`src/rtl/tbrt_pkg.sv`:
```
// shared types and constants for the token bucket rate table
// no dependencies
`timescale 1ns / 1ps

package tbrt_pkg;

	localparam int TABLE_SLOTS = 64;
	localparam int SLOT_W      = (TABLE_SLOTS > 1) ? $clog2(TABLE_SLOTS) : 1;
	localparam int CNT_W       = $clog2(TABLE_SLOTS + 1);
	localparam int KEY_W       = 64;
	localparam int TIME_W      = 64;
	localparam int TOK_W       = 32;
	localparam int ENTRY_W     = KEY_W + TOK_W + TIME_W;
	localparam int DIV_W       = $clog2(TIME_W);

	localparam logic CMD_CHECK = 1'b0;
	localparam logic CMD_CLEAR = 1'b1;

	// strobes from controller to datapath
	typedef struct packed {
		logic capture;
		logic scan;
		logic clr;
		logic load;
		logic div;
		logic mul;
		logic fin;
	} tbrt_cmd_t;

	// status from datapath to controller
	typedef struct packed {
		logic scan_done;
		logic is_clear;
		logic found;
		logic no_refill;
		logic div_done;
		logic out_busy;
	} tbrt_stat_t;

endpackage

```
`src/rtl/tbrt_ctrl.sv`:
```
// controller state machine for the token bucket rate table
// depends on tbrt_pkg
`timescale 1ns / 1ps

module tbrt_ctrl (
	input  logic                clk,
	input  logic                arst_n,
	input  logic                in_valid,
	output logic                in_stall,
	input  tbrt_pkg::tbrt_stat_t stat,
	output tbrt_pkg::tbrt_cmd_t  cmd
);
	import tbrt_pkg::*;

	localparam logic [2:0] ST_IDLE = 3'd0;
	localparam logic [2:0] ST_SCAN = 3'd1;
	localparam logic [2:0] ST_CLR  = 3'd2;
	localparam logic [2:0] ST_LOAD = 3'd3;
	localparam logic [2:0] ST_DIV  = 3'd4;
	localparam logic [2:0] ST_MUL  = 3'd5;
	localparam logic [2:0] ST_FIN  = 3'd6;

	logic [2:0] state_q;
	logic [2:0] state_d;

	assign in_stall = (state_q != ST_IDLE);

	// next state and strobes
	always_comb begin
		state_d = state_q;
		cmd     = '0;
		unique case (state_q)
			ST_IDLE: begin
				if (in_valid) begin
					cmd.capture = 1'b1;
					state_d     = ST_SCAN;
				end
			end
			ST_SCAN: begin
				cmd.scan = 1'b1;
				if (stat.scan_done) begin
					if (stat.is_clear) begin
						state_d = ST_CLR;
					end else if (stat.found) begin
						state_d = ST_LOAD;
					end else begin
						state_d = ST_FIN;
					end
				end
			end
			ST_CLR: begin
				cmd.clr = 1'b1;
				state_d = ST_IDLE;
			end
			ST_LOAD: begin
				cmd.load = 1'b1;
				state_d  = stat.no_refill ? ST_MUL : ST_DIV;
			end
			ST_DIV: begin
				cmd.div = 1'b1;
				if (stat.div_done) begin
					state_d = ST_MUL;
				end
			end
			ST_MUL: begin
				cmd.mul = 1'b1;
				state_d = ST_FIN;
			end
			ST_FIN: begin
				if (!stat.out_busy) begin
					cmd.fin = 1'b1;
					state_d = ST_IDLE;
				end
			end
			default: begin
				state_d = ST_IDLE;
			end
		endcase
	end

	always_ff @(posedge clk or negedge arst_n) begin
		if (!arst_n) begin
			state_q <= ST_IDLE;
		end else begin
			state_q <= state_d;
		end
	end

endmodule

```
`config.mk`:
```
export PLATFORM = sky130hd
export DESIGN_NAME = tbrt_ctrl
export DESIGN_NICKNAME = d
export VERILOG_FILES = /design/src/rtl/tbrt_pkg.sv /design/src/rtl/tbrt_ctrl.sv
export SDC_FILE = /design/constraint.sdc
export NUM_CORES = 1
export LEC_CHECK = 0
export ABC_CLOCK_PERIOD_IN_PS = 2200
export BUFFER_PORTS_ARGS = -buffer_cell sky130_fd_sc_hd__buf_2
export CORE_AREA = 5 5 42 44
export CTS_CLUSTER_DIAMETER = 50
export CTS_CLUSTER_SIZE = 10
export DETAILED_ROUTE_END_ITERATION = 16
export DIE_AREA = 0 0 47 49
export SLEW_MARGIN = 0
export SYNTH_ARGS = -nofsm -noshare
export SYNTH_HDL_FRONTEND = slang
export SYNTH_SLANG_ARGS = --single-unit
```
`constraint.sdc`:
```
create_clock -name clk -period 2.2 [get_ports clk]
set_clock_uncertainty 0.1 [all_clocks]
set_input_delay 0.11 -clock clk [delete_from_list [all_inputs] [get_ports clk]]
set_output_delay 0.11 -clock clk [all_outputs]
set_load 0.02 [all_outputs]
```
==> flow_metrics.env, run 1 <==
export IMPL_status="finished, final reports clean"
export IMPL_cts_max_level=1
export IMPL_crit_family="simple AND/OR/NAND/NOR gates"
export IMPL_nFillCells=168
export IMPL_numCtsBuffers=3
export IMPL_ys_ff_latch=3
export IMPL_cts_root_buffer="clkbuf_4"
export IMPL_grt_use_total=0.0741
export IMPL_maxSlewHeadroom=0.777
export IMPL_dp_hpwl_um=591
export IMPL_fin_crit_sh=0.715
export IMPL_pwr_share_seq=0.279
export IMPL_setup_viol_count_final=0
export IMPL_cts_hold_buffers=1
export IMPL_die_h_um=49
export IMPL_synthTopCellsByArea="dfrtp_1 (27%), buf_6 (12%), nor4b_2 (5.3%)"
export IMPL_synth_top_cell_by_area="dfrtp_1"
export IMPL_final_setup_tns_ns=0
export IMPL_die_area_mm2=0.00230
export IMPL_insertedDiodeCount=0
export IMPL_ys_seq_area_frac=0.267
export IMPL_initial_utilization=0.201
export IMPL_synth_top_flop_cell="dfrtp_1"
export IMPL_drt_iter0_markers=1
export IMPL_ys_warn_count=0
export IMPL_grt_pass1_wl_um=1190
export IMPL_wl_um=714
export IMPL_drt_first_pass_iters=3
export IMPL_antenna_found_initial=0
export IMPL_core_area_mm2=0.00140
export IMPL_swShare=0.480
export IMPL_grt_ovfl_total=0
export IMPL_path_class="flip-flop to output pin"
export IMPL_hold_slack_ns=0.00842
export IMPL_tightest_slew_ns=0.334
export IMPL_post_cts_buffers=0
export IMPL_cp_data_required_time_ns=1.99
export IMPL_cts_tree="yes"
export IMPL_reg_top3="state_q: 3 flops"
export IMPL_crit_buf_inv=1
export IMPL_fmax_mhz=636
export IMPL_drc=0
export IMPL_grt_pass1_vias=274
export IMPL_worstPathArrival_ns=1.36
export IMPL_clock_path_buffers=2
export IMPL_io_pins=17
export IMPL_num_rows=14
export IMPL_post_drt_via_cell_ratio=4.20
export IMPL_synthToLayoutAreaGrowth_pct=36.4
export IMPL_path_max_fanout=9
export IMPL_pwr_share_comb=0.546
export IMPL_synth_edff_count=0
export IMPL_p_leak_uw=0.000197
export IMPL_synthCells=31
export IMPL_ys_types=21
export IMPL_syn_area_um2=282
export IMPL_ir_drop_mv=0.444
export IMPL_max_cap_violations=0
export IMPL_p_sw_uw=264
export IMPL_crit_path_max_incr_delay_ns=0.47
export IMPL_clock_sinks=3
export IMPL_detail_route_wl_per_cell_um=11.0
export IMPL_min_path_type="input pin to flip-flop"
export IMPL_grt_max_degree=11
export IMPL_syn_nets=40
export IMPL_path_depth=3
export IMPL_gp_congestion=0.741
export IMPL_min_period_ns=1.57
export IMPL_drive_gt1_frac=0.531
export IMPL_syn_area_per_cell_um2=9.08
export IMPL_critical_path_endpoint_type="output pin"
export IMPL_power_density_mw_per_mm2=1430
export IMPL_clkSlewWorstSetupHoldPaths_ns=0.03
export IMPL_worstSkewPairLatency_ns=0.23
export IMPL_cts_resized=0
export IMPL_final_hold_viol_count=0
export IMPL_portBuffers=16
export IMPL_crit_chain="or3_4 > nor2_2 > buf_2"
export IMPL_drv_slew=0
export IMPL_synth_top_area_frac=0.267
export IMPL_ff2ff_path_depth=3
export IMPL_min_path_cells=2
export IMPL_slowest_stage="dfrtp_1"
export IMPL_async_flop_share=1.00
export IMPL_largest_reg_flops=3
export IMPL_die_w_um=47
export IMPL_pwr_share_clk=0.175
export IMPL_nNetsFinal=59
export IMPL_critPathLaunchType="flip-flop"
export IMPL_antenna_left=0
export IMPL_internal_power_uw=286
export IMPL_rsz0062_at_grt="no"
export IMPL_vias=273
export IMPL_regMostFlops="state_q"
area by class of cell:
cell class	count	area, um2	share of cell area
Timing Repair Buffer	17	90.1	0.235
Inverter	3	11.3	0.0293
Clock buffer	4	26.3	0.0684
Sequential cell	3	75.1	0.195
Multi-Input combinational cell	22	161	0.420
Tap cell	16	20.0	0.0521
Yosys cell counts, types with 2 or more instances:
library cell / number
buf_6: 3
inv_1: 2
o21ai_1: 2
dfrtp_1: 3
nor2_1: 3
nor2_2: 2
nor3_1: 2
layout by cell type (no fill, tap or decap):
cell and count:
nor3_1 2, or3_4 1, dlygate4sd3_1 1, nor2_1 3, mux2i_1 1, buf_2 16
nand2b_4 1, a211o_1 1, inv_2 1, nor4b_2 1, inv_1 2, dfrtp_1 3
o2bb2ai_1 1, a211oi_2 1, nand2_1 1, o21ai_1 2, nor2_2 2, clkbuf_1 1
nand4b_1 1, a21oi_1 1, nand2b_1 1, nor3b_1 1, clkbuf_4 3, and3_1 1
layer usage:
layer / vias up / share of wire / track usage
met2: 7 / 0.53 / 0.106
li1: 144 / - / -
met5: - / 0 / 0
met1: 122 / 0.42 / 0.0796
met4: 0 / 0 / 0.0276
met3: 0 / 0.052 / 0.0590
power by group through the flow:
| stage | combinational, uW | sequential [uW] | clock [uW] |
|---|---|---|---|
| global placement | 300 | 150 | 0 |
| floorplan | 328 | 93.0 | 0 |
| detailed placement | 303 | 153 | 0 |
| finish | 300 | 153 | 96.5 |
| global route | 329 | 160 | 112 |
| CTS | 307 | 152 | 104 |
worst register-to-register path, delay by kind of cell (launching register included):
family / cells / cell delay, ns
AOI/OAI and AO/OA: 1 / 0.28
and+or+nand+nor: 1 / 0.06
muxes: 1 / 0.22
DFF: 1 / 0.50
stage by stage:
stage                     worst slack, ns  instance area, um2  utilization  instances  total power [uW]
final                               0.627                 384        0.274         65               550
after global placement              0.882                 348        0.248         60               450
after floorplan                     0.868                 282            -         31               421
after CTS                           0.609                 384        0.274         65               563
after global routing                0.518                 384        0.274         65               601
after detailed placement            0.864                 348        0.248         60               456
final timing paths:
kind	start	endpoint	slack, ns
min in group asynchronous	arst_n	state_q[2]	0.10
min	stat[2]	state_q[0]	0.008
min reg2reg	state_q[2]	state_q[2]	0.59
max	state_q[1]	cmd[6]	0.63
max reg2reg	state_q[2]	state_q[0]	0.92
max in group asynchronous	arst_n	state_q[1]	1.78
cells by family after synthesis:
group / after synthesis / share of synthesized area
DFF: 3 / 0.267
AOI/OAI and AO/OA: 6 / 0.160
muxes: 1 / 0.0356
and+or+nand+nor: 15 / 0.378
buffers and inverters: 6 / 0.160
Note: power is estimated with default switching activity, not from simulation.
==> run 2, diff against run 1 <==
- ABC_CLOCK_PERIOD_IN_PS: 2200 -> 1600
- clock period: 2.2 -> 1.6 ns (I/O delays scaled with it)
==> run 2 against run 1 <==
Against the previous run: first-iteration DRC count grew to 10 times the previous value; largest power group unchanged; sequential power is 32% higher; flip-flop and latch count stayed put; critical endpoint unchanged; largest cell class unchanged.
==> flow_metrics.env, run 2 (synthesized netlist as in run 1, its figures left out) <==
export IMPL_status="finished, final reports clean"
export IMPL_fin_crit_sh=0.948
export IMPL_clkSlewWorstSetupHoldPaths_ns=0.04
export IMPL_nNetsFinal=64
export IMPL_pwr_share_clk=0.159
export IMPL_setup_viol_count_final=0
export IMPL_post_drt_via_cell_ratio=4.44
export IMPL_num_rows=14
export IMPL_critical_path_endpoint_type="output pin"
export IMPL_timing_rr_end="state_q[0]"
export IMPL_grt_use_met3=0.0480
export IMPL_detail_route_wl_per_cell_um=11.2
export IMPL_wl_um=784
export IMPL_fin_ws_ns=0.0830
export IMPL_grt_ovfl_total=0
export IMPL_cts_root_buffer="clkbuf_4"
export IMPL_tightest_slew_ns=0.175
export IMPL_final_hold_viol_count=0
export IMPL_finalNonFillerCells=70
export IMPL_p_sw_uw=382
export IMPL_p_leak_uw=0.000218
export IMPL_final_cell_mix="buf_2 (16), buf_4 (4), nor2_1 (3), clkbuf_4 (3), dfrtp_2 (3)"
export IMPL_use_met1=0.0817
export IMPL_min_period_ns=1.52
export IMPL_grt_max_degree=11
export IMPL_pre_cts_ws_ns=0.287
export IMPL_nFillCells=167
export IMPL_die_w_um=47
export IMPL_antenna_found_initial=0
export IMPL_gr_usage_met2=0.120
export IMPL_regMostFlops="state_q"
export IMPL_pwr_share_comb=0.602
export IMPL_worstSkewPairLatency_ns=0.23
export IMPL_cts_max_level=1
export IMPL_gr_max_usage_layer="met2"
export IMPL_path_class="flip-flop to output pin"
export IMPL_ff2ff_path_depth=3
export IMPL_fmax_mhz=659
export IMPL_insertedDiodeCount=0
export IMPL_cts_tree="yes"
export IMPL_grt_pass1_wl_um=1270
export IMPL_gp_congestion=0.741
export IMPL_seq_area_um2=78.8
export IMPL_grt_use_total=0.0769
export IMPL_critPathLaunchType="flip-flop"
export IMPL_synthToLayoutAreaGrowth_pct=52.0
export IMPL_power_density_mw_per_mm2=1970
export IMPL_drc=0
export IMPL_io_pins=17
export IMPL_die_area_mm2=0.00230
export IMPL_antenna_left=0
export IMPL_clock_sinks=3
export IMPL_timing_reg2reg_setup_slack_ns=0.38
export IMPL_startpoint="state_q[1]"
export IMPL_crit_path_end="cmd[6]"
export IMPL_maxSlewHeadroom=0.883
export IMPL_core_area_mm2=0.00140
export IMPL_min_path_type="input pin to flip-flop"
export IMPL_path_max_fanout=8
export IMPL_largest_reg_flops=3
export IMPL_internal_power_uw=460
export IMPL_dp_hpwl_um=589
export IMPL_initial_utilization=0.201
export IMPL_numCtsBuffers=3
export IMPL_clock_path_buffers=2
export IMPL_rr_startpoint="state_q[2]"
export IMPL_swShare=0.454
export IMPL_max_cap_violations=0
export IMPL_ir_drop_mv=0.502
export IMPL_grt_pass1_vias=303
export IMPL_worstPathArrival_ns=1.34
export IMPL_drt_iter0_markers=10
export IMPL_portBuffers=16
export IMPL_multi_input_area_um2=161
export IMPL_pwr_share_seq=0.239
export IMPL_drv_slew=0
export IMPL_drt_first_pass_iters=3
export IMPL_die_h_um=49
export IMPL_vias=311
export IMPL_reg_top3="state_q: 3 flops"
export IMPL_dpl_cell_count=60
export IMPL_drive_gt1_frac=0.611
export IMPL_layout_commonest_cell="buf_2"
export IMPL_cp_data_required_time_ns=1.42
[run 2: repair_timing]
item / in CTS / in global routing
hold buffers: 2 / 0
buffers inserted: 0 / 4
setup endpoints to repair: 0 / 1
resized for setup: 0 / 3
endpoints found under the hold margin: 4 / 0
[run 2: final cells by class]
class | count | area share
sequential | 3 | 0.184
multi-input combinational | 22 | 0.377
inverter | 3 | 0.0263
tap | 16 | 0.0468
clock buffer | 4 | 0.0614
timing repair buffer | 22 | 0.304
[run 2: worst max-delay path: stages (launching register included)]
cell	delay, ns
dfrtp_2	0.46
or3_4	0.41
nor2_2	0.08
buf_2	0.16
[run 2: how the worst min path moves through the flow]
stage                        from          to  slack, ns  cells after the start
after floorplan            arst_n  state_q[0]      -0.32                      0
after detailed placement   arst_n  state_q[2]      -0.22                      1
after CTS                 stat[0]  state_q[1]       0.07                      3
final                     stat[0]  state_q[1]       0.07                      3
after global routing      stat[0]  state_q[1]       0.06                      3
after global placement     arst_n  state_q[2]      -0.22                      1
[run 2: per-layer routing]
metal  vias up  share of wire
met5         -              0
met4         0              0
met3         0          0.079
met2        10           0.54
met1       147           0.38
li1        154              -
[run 2: per-stage QoR]
step	util	cell area, um2	total power, uW	TNS [ns]	hold slack [ns]
floorplan	-	282	579	0	-0.316
global placement	0.248	348	619	0	-0.219
detailed placement	0.248	348	628	0	-0.220
CTS	0.281	394	777	0	0.0691
global route	0.305	428	907	-0.00103	0.0635
finish	0.305	428	842	0	0.0713
[run 2: power groups by stage]
| stage | Sequential [uW] | Combinational (uW) | Clock [uW] |
|---|---|---|---|
| CTS | 212 | 425 | 141 |
| finish | 202 | 507 | 134 |
| global route | 207 | 549 | 152 |
| detailed placement | 212 | 416 | 0 |
| global placement | 208 | 411 | 0 |
| floorplan | 128 | 451 | 0 |
